File: src/sv/mks_pkg.sv
`timescale 1ns / 1ps
// Shared types, constants and key code lookup for the keypad scanner.
package mks_pkg;

   localparam int ROWS                 = 4;
   localparam int COLS                 = 4;
   localparam int ROW_W                = 2;
   localparam int COL_W                = 2;
   localparam int CODE_W               = 8;
   localparam int CSR_INDEX_W          = 8;
   localparam int CSR_DATA_W           = 64;
   localparam int DEBOUNCE_SAMPLES_DEF = 4;

   localparam logic [CSR_DATA_W-1:0] CODES_LO_RESET = 64'd2681389126241169969;
   localparam logic [CSR_DATA_W-1:0] CODES_HI_RESET = 64'd2813935235823646775;

   typedef logic [ROW_W-1:0]       row_type;
   typedef logic [COL_W-1:0]       col_type;
   typedef logic [CODE_W-1:0]      code_type;
   typedef logic [CSR_INDEX_W-1:0] csr_index_type;
   typedef logic [CSR_DATA_W-1:0]  csr_data_type;

   typedef enum logic [CSR_INDEX_W-1:0] {
      REG_CODES_ROWS_0_1 = 8'd0,
      REG_CODES_ROWS_2_3 = 8'd1
   } csr_reg_type;

   // one scanned row handed from the lanes to the output stage
   typedef struct packed {
      row_type                  active_row;
      logic [COLS-1:0]          press;
      code_type [COLS-1:0]      codes;
   } scan_type;

   function automatic code_type code_of(input csr_data_type lo, input csr_data_type hi,
                                        input row_type row, input col_type col);
      csr_data_type tbl;
      tbl = row[1] ? hi : lo;
      return tbl[{row[0], col, 3'b000} +: CODE_W];
   endfunction

endpackage

File: src/sv/mks_if.sv
`timescale 1ns / 1ps
// Request, response and register write channels of the keypad scanner.
interface mks_req_if;
   logic                            valid;
   logic                            ready;
   logic [mks_pkg::COLS-1:0]        column_levels;

   modport source (output valid, output column_levels, input ready);
   modport sink   (input valid, input column_levels, output ready);
endinterface

interface mks_rsp_if;
   logic                            valid;
   logic                            ready;
   logic [mks_pkg::ROW_W-1:0]       active_row;
   logic                            key_valid;
   logic [mks_pkg::CODE_W-1:0]      key_code;
   logic                            last_result;

   modport source (output valid, output active_row, output key_valid, output key_code,
                   output last_result, input ready);
   modport sink   (input valid, input active_row, input key_valid, input key_code,
                   input last_result, output ready);
endinterface

interface mks_csr_if;
   logic                            valid;
   logic                            ready;
   logic [mks_pkg::CSR_INDEX_W-1:0] index;
   logic [mks_pkg::CSR_DATA_W-1:0]  data;

   modport source (output valid, output index, output data, input ready);
   modport sink   (input valid, input index, input data, output ready);
endinterface

File: src/sv/mks_lane.sv
`timescale 1ns / 1ps
// One column lane: sample history and debounced level of the four keys of a column.
module mks_lane #(
   parameter int DEBOUNCE_SAMPLES = mks_pkg::DEBOUNCE_SAMPLES_DEF
) (
   input  logic             clock,
   input  logic             reset,
   input  logic             upd,
   input  mks_pkg::row_type row,
   input  logic             level,
   output logic             press
);
   import mks_pkg::*;

   logic [DEBOUNCE_SAMPLES-1:0] hist_ff [ROWS];
   logic [ROWS-1:0]             stable_ff;
   logic [DEBOUNCE_SAMPLES-1:0] hist_in;
   logic                        stable_in;

   always_comb begin
      hist_in   = {hist_ff[row][DEBOUNCE_SAMPLES-2:0], level};
      stable_in = stable_ff[row];
      if (&hist_in) begin
         stable_in = 1'b1;
      end else if (~|hist_in) begin
         stable_in = 1'b0;
      end
   end

   // a press is the debounced level falling from released to pressed
   assign press = stable_ff[row] & ~stable_in;

   always_ff @(posedge clock) begin
      if (reset) begin
         for (int r = 0; r < ROWS; r++) begin
            hist_ff[r] <= '1;
         end
         stable_ff <= '1;
      end else if (upd) begin
         hist_ff[row]   <= hist_in;
         stable_ff[row] <= stable_in;
      end
   end

endmodule

File: src/sv/mks_merge.sv
`timescale 1ns / 1ps
// Merge stage: holds scanned rows and serializes their press codes onto the response channel.
module mks_merge (
   input  logic              clock,
   input  logic              reset,
   input  logic              in_valid,
   output logic              in_ready,
   input  mks_pkg::scan_type in_scan,
   mks_rsp_if.source         rsp_ch
);
   import mks_pkg::*;

   logic                a_valid_ff, a_valid_in;
   scan_type            a_scan_ff, a_scan_in;
   logic                b_valid_ff, b_valid_in;
   row_type             b_row_ff, b_row_in;
   logic [COLS-1:0]     b_mask_ff, b_mask_in;
   code_type [COLS-1:0] b_codes_ff, b_codes_in;

   col_type             sel;
   logic [COLS-1:0]     rest;
   logic                last;
   logic                b_take, b_done, b_free, a_move, in_fire;

   always_comb begin
      sel = '0;
      for (int i = COLS - 1; i >= 0; i--) begin
         if (b_mask_ff[i]) begin
            sel = col_type'(i);
         end
      end
   end

   assign rest     = b_mask_ff & (b_mask_ff - 1'b1);
   assign last     = (rest == '0);
   assign b_take   = b_valid_ff & rsp_ch.ready;
   assign b_done   = b_take & last;
   assign b_free   = ~b_valid_ff | b_done;
   assign a_move   = a_valid_ff & b_free;
   assign in_ready = ~a_valid_ff | b_free;
   assign in_fire  = in_valid & in_ready;

   assign rsp_ch.valid       = b_valid_ff;
   assign rsp_ch.active_row  = b_row_ff;
   assign rsp_ch.key_valid   = |b_mask_ff;
   assign rsp_ch.key_code    = (|b_mask_ff) ? b_codes_ff[sel] : '0;
   assign rsp_ch.last_result = last;

   always_comb begin
      a_valid_in = a_valid_ff;
      a_scan_in  = a_scan_ff;
      if (in_fire) begin
         a_valid_in = 1'b1;
         a_scan_in  = in_scan;
      end else if (a_move) begin
         a_valid_in = 1'b0;
      end

      b_valid_in = b_valid_ff;
      b_row_in   = b_row_ff;
      b_mask_in  = b_mask_ff;
      b_codes_in = b_codes_ff;
      if (a_move) begin
         b_valid_in = 1'b1;
         b_row_in   = a_scan_ff.active_row;
         b_mask_in  = a_scan_ff.press;
         b_codes_in = a_scan_ff.codes;
      end else if (b_done) begin
         b_valid_in = 1'b0;
      end else if (b_take) begin
         b_mask_in = rest;
      end
   end

   always_ff @(posedge clock) begin
      if (reset) begin
         a_valid_ff <= 1'b0;
         b_valid_ff <= 1'b0;
      end else begin
         a_valid_ff <= a_valid_in;
         b_valid_ff <= b_valid_in;
      end
      a_scan_ff  <= a_scan_in;
      b_row_ff   <= b_row_in;
      b_mask_ff  <= b_mask_in;
      b_codes_ff <= b_codes_in;
   end

endmodule

File: src/sv/matrix_keypad_scanner.sv
`timescale 1ns / 1ps
// Top level of the 4x4 keypad scanner with per-key debounce.
//
//   channel  | dir | payload                                        | request
//   ---------+-----+------------------------------------------------+---------------------
//   req_ch   | in  | column_levels                                  | one scan tick
//   rsp_ch   | out | active_row, key_valid, key_code, last_result   | one press or none
//   csr_ch   | in  | index, data                                    | key code table write
//
// A request is taken every cycle while it yields one response and rsp_ch ready stays high;
// a tick with n presses holds the response port for n responses, set by the single output serializer.
// A taken request is registered in the holding stage, then in the serializer stage that drives rsp_ch.
// Reset: histories released, row 0, default code table; no clearing pass.
// A stalled response holds; one more request is buffered before req ready drops.
module matrix_keypad_scanner #(
   parameter int DEBOUNCE_SAMPLES = mks_pkg::DEBOUNCE_SAMPLES_DEF
) (
   input logic        clock,
   input logic        reset,
   mks_req_if.sink    req_ch,
   mks_rsp_if.source  rsp_ch,
   mks_csr_if.sink    csr_ch
);
   import mks_pkg::*;

   csr_data_type    codes_lo_ff;
   csr_data_type    codes_hi_ff;
   row_type         row_ff;
   logic            req_fire;
   logic [COLS-1:0] press;
   scan_type        scan;

   assign req_fire     = req_ch.valid & req_ch.ready;
   assign csr_ch.ready = 1'b1;

   always_ff @(posedge clock) begin
      if (reset) begin
         codes_lo_ff <= CODES_LO_RESET;
         codes_hi_ff <= CODES_HI_RESET;
      end else if (csr_ch.valid) begin
         case (csr_ch.index)
            REG_CODES_ROWS_0_1: codes_lo_ff <= csr_ch.data;
            REG_CODES_ROWS_2_3: codes_hi_ff <= csr_ch.data;
            default: ;
         endcase
      end
   end

   always_ff @(posedge clock) begin
      if (reset) begin
         row_ff <= '0;
      end else if (req_fire) begin
         row_ff <= row_ff + 1'b1;
      end
   end

   for (genvar c = 0; c < COLS; c++) begin : g_lane
      mks_lane #(
         .DEBOUNCE_SAMPLES(DEBOUNCE_SAMPLES)
      ) u_lane (
         .clock (clock),
         .reset (reset),
         .upd   (req_fire),
         .row   (row_ff),
         .level (req_ch.column_levels[c]),
         .press (press[c])
      );
      assign scan.codes[c] = code_of(codes_lo_ff, codes_hi_ff, row_ff, col_type'(c));
   end

   assign scan.active_row = row_ff + 1'b1;
   assign scan.press      = press;

   mks_merge u_merge (
      .clock    (clock),
      .reset    (reset),
      .in_valid (req_ch.valid),
      .in_ready (req_ch.ready),
      .in_scan  (scan),
      .rsp_ch   (rsp_ch)
   );

   a_idle_is_last: assert property (@(posedge clock) disable iff (reset)
      rsp_ch.valid && !rsp_ch.key_valid |-> rsp_ch.last_result && rsp_ch.key_code == '0)
      else $error("response without key is not the final one of its tick");

   a_row_step: assert property (@(posedge clock) disable iff (reset)
      req_fire |=> row_ff == row_type'($past(row_ff) + 1'b1))
      else $error("row index did not advance on a taken request");

   a_row_hold: assert property (@(posedge clock) disable iff (reset)
      !req_fire |=> $stable(row_ff))
      else $error("row index moved without a request");

endmodule
File: src/flat_wrapper.sv
// flat-port wrapper written by rule: the top's interface ports become plain ports
module matrix_keypad_scanner_flat import mks_pkg::*;
#(
   parameter int DEBOUNCE_SAMPLES = mks_pkg::DEBOUNCE_SAMPLES_DEF
)
  (clock, reset, req_ch_valid, req_ch_column_levels, req_ch_ready, rsp_ch_valid, rsp_ch_active_row, rsp_ch_key_valid, rsp_ch_key_code, rsp_ch_last_result, rsp_ch_ready, csr_ch_valid, csr_ch_index, csr_ch_data, csr_ch_ready);
  mks_req_if req_ch_i ();
  mks_rsp_if rsp_ch_i ();
  mks_csr_if csr_ch_i ();
  input logic clock;
  input logic reset;
  input wire logic [$bits(req_ch_i.valid)-1:0] req_ch_valid;
  input wire logic [$bits(req_ch_i.column_levels)-1:0] req_ch_column_levels;
  output wire logic [$bits(req_ch_i.ready)-1:0] req_ch_ready;
  output wire logic [$bits(rsp_ch_i.valid)-1:0] rsp_ch_valid;
  output wire logic [$bits(rsp_ch_i.active_row)-1:0] rsp_ch_active_row;
  output wire logic [$bits(rsp_ch_i.key_valid)-1:0] rsp_ch_key_valid;
  output wire logic [$bits(rsp_ch_i.key_code)-1:0] rsp_ch_key_code;
  output wire logic [$bits(rsp_ch_i.last_result)-1:0] rsp_ch_last_result;
  input wire logic [$bits(rsp_ch_i.ready)-1:0] rsp_ch_ready;
  input wire logic [$bits(csr_ch_i.valid)-1:0] csr_ch_valid;
  input wire logic [$bits(csr_ch_i.index)-1:0] csr_ch_index;
  input wire logic [$bits(csr_ch_i.data)-1:0] csr_ch_data;
  output wire logic [$bits(csr_ch_i.ready)-1:0] csr_ch_ready;
  assign req_ch_i.valid = req_ch_valid;
  assign req_ch_i.column_levels = req_ch_column_levels;
  assign req_ch_ready = req_ch_i.ready;
  assign rsp_ch_valid = rsp_ch_i.valid;
  assign rsp_ch_active_row = rsp_ch_i.active_row;
  assign rsp_ch_key_valid = rsp_ch_i.key_valid;
  assign rsp_ch_key_code = rsp_ch_i.key_code;
  assign rsp_ch_last_result = rsp_ch_i.last_result;
  assign rsp_ch_i.ready = rsp_ch_ready;
  assign csr_ch_i.valid = csr_ch_valid;
  assign csr_ch_i.index = csr_ch_index;
  assign csr_ch_i.data = csr_ch_data;
  assign csr_ch_ready = csr_ch_i.ready;
  matrix_keypad_scanner #(.DEBOUNCE_SAMPLES(DEBOUNCE_SAMPLES)) u_core (.clock(clock), .reset(reset), .req_ch(req_ch_i), .rsp_ch(rsp_ch_i), .csr_ch(csr_ch_i));
endmodule
File: config.mk
export PLATFORM = sky130hd
export DESIGN_NAME = matrix_keypad_scanner_flat
export DESIGN_NICKNAME = d
export VERILOG_FILES = /design/src/sv/mks_pkg.sv /design/src/sv/mks_if.sv /design/src/sv/mks_lane.sv /design/src/sv/mks_merge.sv /design/src/sv/matrix_keypad_scanner.sv /design/src/flat_wrapper.sv
export SDC_FILE = /design/constraint.sdc
export NUM_CORES = 1
export LEC_CHECK = 0
export BUFFER_PORTS_ARGS = -buffer_cell sky130_fd_sc_hd__buf_2
export CORE_MARGIN = 3
export CORE_UTILIZATION = 50
export DETAILED_ROUTE_END_ITERATION = 10
export GPL_TIMING_DRIVEN = 0
export PLACE_DENSITY = 0.71
export SYNTH_ARGS = -nofsm -noshare
export SYNTH_HDL_FRONTEND = slang
export SYNTH_HIERARCHICAL = 1
export SYNTH_SLANG_ARGS = --single-unit
File: constraint.sdc
create_clock -name clock -period 2.37 [get_ports clock]
set_clock_uncertainty 0.1 [all_clocks]
set_input_delay 0.237 -clock clock [delete_from_list [all_inputs] [get_ports clock]]
set_output_delay 0.237 -clock clock [all_outputs]
set_load 0.02 [all_outputs]
==> results.txt <==
In this run the worst hold path is classified as in -> reg. Dividing the detail-routed via count by the number of cells gives 5.66. The clock net sink count came out at about 270.

The relative area change from synthesis to final layout came out at 24.9%. At the pin with the least slew margin, the transition time is 0.719 ns. Buffers placed on the I/O ports in this run total 94. The post-detailed-route wirelength per cell is roughly 20 um. The finished layout cell area came out at around 0.015 mm^2. The detailed-route DRC error count is 0. The number of cells on the worst hold path is 4. In the synthesized netlist the dominant register cell turns out to be sky130_fd_sc_hd__dfxtp_1. The post-route clock period utilization is 0.992. The clock-pin slew on the worst setup and hold paths is around 0.060 ns.

The synthesized netlist contains 48 unique library cells. The global route total overflow came out at 0. The fraction of final layout cells with drive strength greater than 1 came out at 0.237. The number of placed instances with taps included is 1,354. In this run the static leakage power is ~0.0052 uW. Pin placement for this block handled 96 I/O pins.

The area enclosed by the die boundary came out at roughly 0.025 mm^2. The depth of the most critical reg-to-reg path is 8. The portion of synthesized cell area occupied by the leading cell type came out at 0.317. The row count came out at 55.

The first detailed-routing pass took 5 iterations. 0 antenna diodes ended up in the layout. The async set-reset flop share out of synthesis is 0.

The number of slew-limit violations in the final report came to 0. The largest total area in the synthesized netlist belongs to sky130_fd_sc_hd__edfxtp_1. The startpoint identified for the worst hold timing path is csr_ch_index[5]. The kind of start point of the critical path is a register. Subtracting the final worst setup slack from the clock period gives roughly 2.4 ns. The post-route worst hold slack came out at between 0.03 and 0.04 ns. The region available for standard cell placement spans approximately 0.023 mm^2. The sequential cells in the finished layout cover a total of between 0.006 and 0.007 mm^2. The share of synthesized area occupied by flip-flops and latches is 0.569. The number of hold-slack violations in the final timing report was 0. The max capacitance violation total is 0. The combined global-route utilization of all metal layers is 0.232. The largest vdd supply drop came out at just over 0.0005 V. By instance count, the leading cell after synthesis is sky130_fd_sc_hd__dfxtp_1. The DRC violation total after the first TritonRoute iteration is 690.

The number of nets in the synthesized netlist is just over 1,000. The maximum clock frequency is about 0.43 GHz. Setup repair after global routing could not meet its margin everywhere. The type of the setup path with the least slack is reg -> out. The total placed instance area is about 0.013 mm^2.

In this run the number of H-tree levels came out at 1. The register-to-register path setup slack is approximately 0.040 ns. Headroom to the max-slew limit came out at 0.521.

The number of enable-type register cells in the synthesized netlist is around 120. The critical path arrival came out at roughly 2.0 ns. The via count of the first global-routing pass came out at 8,600. The number of standard cells in the layout, taps in and fillers out came out at between 1,000 and 1,500. Wires add up to around 30,000 um. The worst path meets setup with around 0.019 ns of slack. Once detail routing completed, the nets flagged for antenna violations numbered 0. Detailed routing inserted a total of about 8,400 vias. The number of setup violations in the final report is 0. Entering global routing, the biggest net connects 39 pins. The worst setup timing slack at the placement stage is -0.394 ns. The register bit count reported by yosys came out at roughly 270. STA classifies the critical path endpoint as a primary output. The peak fanout along the critical path is 8. The height of the die is between 150 and 200 um. The flow ran to the end, and the final reports show no timing, DRC or antenna violations. The final-layout fill cell count is roughly 1,800.

In this run the critical register-to-register path is captured at u_core/g_lane[1].u_lane/stable_ff[3]$_SDFFE_PP1P_. The clock insertion delay at the later pin of the skew report is 0.54 ns. The number of antenna violations at the first check in global routing is 0. By area the synthesized netlist is led by sky130_fd_sc_hd__edfxtp_1 32%, sky130_fd_sc_hd__dfxtp_1 25%, sky130_fd_sc_hd__mux2i_1 9.3%, sky130_fd_sc_hd__mux4_2 9.2%, sky130_fd_sc_hd__nand2b_1 4.8%. Synthesis produced between 900 and 1,000 cells. The number of warning messages in the yosys log came out at 6. The number of buffers created by CTS came out at 29. The multi-input logic area is 0.00488 mm^2.

The synthesized area is roughly 0.012 mm^2. The reg-to-reg startpoint is u_core/u_merge/b_mask_ff[0]$_SDFFCE_PN0P_. By count the netlist is led by 148 x sky130_fd_sc_hd__dfxtp_1, 124 x sky130_fd_sc_hd__edfxtp_1, 114 x sky130_fd_sc_hd__nor2_1. The number of nets in the final layout is between 1,000 and 1,500. The HPWL after detailed placement came out at about 20,000 um.

Data on the critical path is required at its endpoint by between 2 and 2.5 ns. The die boundary width is about 160 um. The power density of the placed cells came out at 736 mW/mm^2.

The root buffer cell is sky130_fd_sc_hd__clkbuf_16. The routability-driven placement congestion ratio came out at between 0.8 and 0.9. The CTS tree is done.

The maximum clock path buffer count came out at 3. The starting density of the core came out at 0.515. The path with the worst hold slack has its endpoint at u_core/codes_lo_ff[46]$_SDFFE_PP0P_. The wire length of the first global-routing pass is 46,700 um.

Dividing the synthesized area by the synthesized cell count gives approximately 12 um^2.
-- worst max-delay path: stages, from the launching register on --
cell                       delay, ns
sky130_fd_sc_hd__edfxtp_1       0.51
sky130_fd_sc_hd__nor2b_4        0.18
sky130_fd_sc_hd__buf_8          0.14
sky130_fd_sc_hd__a221oi_1       0.34
sky130_fd_sc_hd__o31ai_2        0.13
sky130_fd_sc_hd__buf_4          0.17
-- kinds of logic (layout without fill, tap and decap cells) --
group / Yosys count / in the layout / synth area share
compound gates: 116 / 116 / 0.0727
buf+inv: 88 / 319 / 0.0368
flops: 272 / 272 / 0.569
simple gates: 309 / 310 / 0.133
xor+xnor: 3 / 3 / 0.00224
mux: 158 / 158 / 0.186
other cells: 1 / 1 / 0.000319
-- layer usage --
metal / up-vias / share of wire / track usage
li1: 3896 / - / -
met1: 4173 / 0.43 / 0.315
met2: 309 / 0.48 / 0.389
met3: 63 / 0.063 / 0.0380
met4: 0 / 0.024 / 0.0676
met5: - / 0 / 0
-- layout make-up --
cell class | count | area share
clock buffers | 49 | 0.0602
plain buffers | 69 | 0.0274
inverters | 19 | 0.00486
repair buffers | 177 | 0.0875
well taps | 313 | 0.0267
flip-flops and latches | 272 | 0.456
clock inverters | 5 | 0.00537
multi-input cells | 588 | 0.332
-- worst max-delay path by stage --
stage	from	endpoint	slack (ns)	cells after the start
floorplan	u_core/u_merge/b_mask_ff[2]$_DFFE_PP_	u_core/g_lane[0].u_lane/stable_ff[3]$_SDFFE_PP1P_	0.03	8
global placement	u_core/u_merge/b_mask_ff[2]$_DFFE_PP_	u_core/g_lane[1].u_lane/stable_ff[3]$_SDFFE_PP1P_	-0.33	8
detailed placement	u_core/u_merge/b_mask_ff[2]$_DFFE_PP_	u_core/g_lane[1].u_lane/stable_ff[3]$_SDFFE_PP1P_	-0.39	8
CTS	u_core/u_merge/b_mask_ff[1]$_DFFE_PP_	req_ch_ready	-0.005	4
global route	u_core/u_merge/b_mask_ff[3]$_DFFE_PP_	u_core/g_lane[1].u_lane/stable_ff[1]$_SDFFE_PP1P_	-0.09	8
finish	u_core/u_merge/b_mask_ff[3]$_DFFE_PP_	rsp_ch_key_code[6]	0.02	5
-- power breakdown --
group / leakage [uW] / switching, uW / internal, uW
combinational: 0.00251 / 683 / 499
clock: 0.000468 / 1770 / 2740
sequential: 0.00223 / 54.1 / 5050
-- cell usage in the layout (no fill, tap or decap), drive strengths merged, types with 5 or more instances in the layout --
master,instances
a21o,16
dfxtp,148
mux2i,109
a21oi,22
nand4,20
a311oi,5
inv,20
dlygate4sd3,70
a2bb2oi,12
edfxtp,124
nand2,45
buf,134
o31ai,33
a221oi,8
clkbuf,91
nand2b,90
nor2,114
nor2b,14
nor4,5
mux4,48
-- what timing repair did --
item	CTS	global route
setup buffers	6	6
endpoints found under the hold margin	150	0
hold buffers	70	0
endpoints found under the setup margin	213	135
pin swaps	5	10
gates cloned	1	1
gates resized for setup	18	59
-- metrics by stage --
stage	setup TNS, ns	power, uW	util
final	0	10800	0.642
after global routing	-1.16	11200	0.642
after CTS	-0.00541	10800	0.630
after detailed placement	-26.23	6170	0.552
after global placement	-23.72	6150	0.552
after floorplan	0	5800	-
-- sequential cells by signal, summed over array words and instances (netlist names), 2 cells and up --
| name | cells |
|---|---|
| u_core/row_ff | 2 |
| u_core/codes_lo_ff | 64 |
| u_core/u_merge/b_mask_ff | 4 |
| u_core/g_lane.u_lane/stable_ff | 16 |
| u_core/g_lane.u_lane/hist_ff | 48 |
| u_core/u_merge/a_scan_ff | 38 |
| u_core/u_merge/b_codes_ff | 32 |
| u_core/codes_hi_ff | 64 |
| u_core/u_merge/rsp_ch.active_row | 2 |
Power figures use the tool's default switching activity.
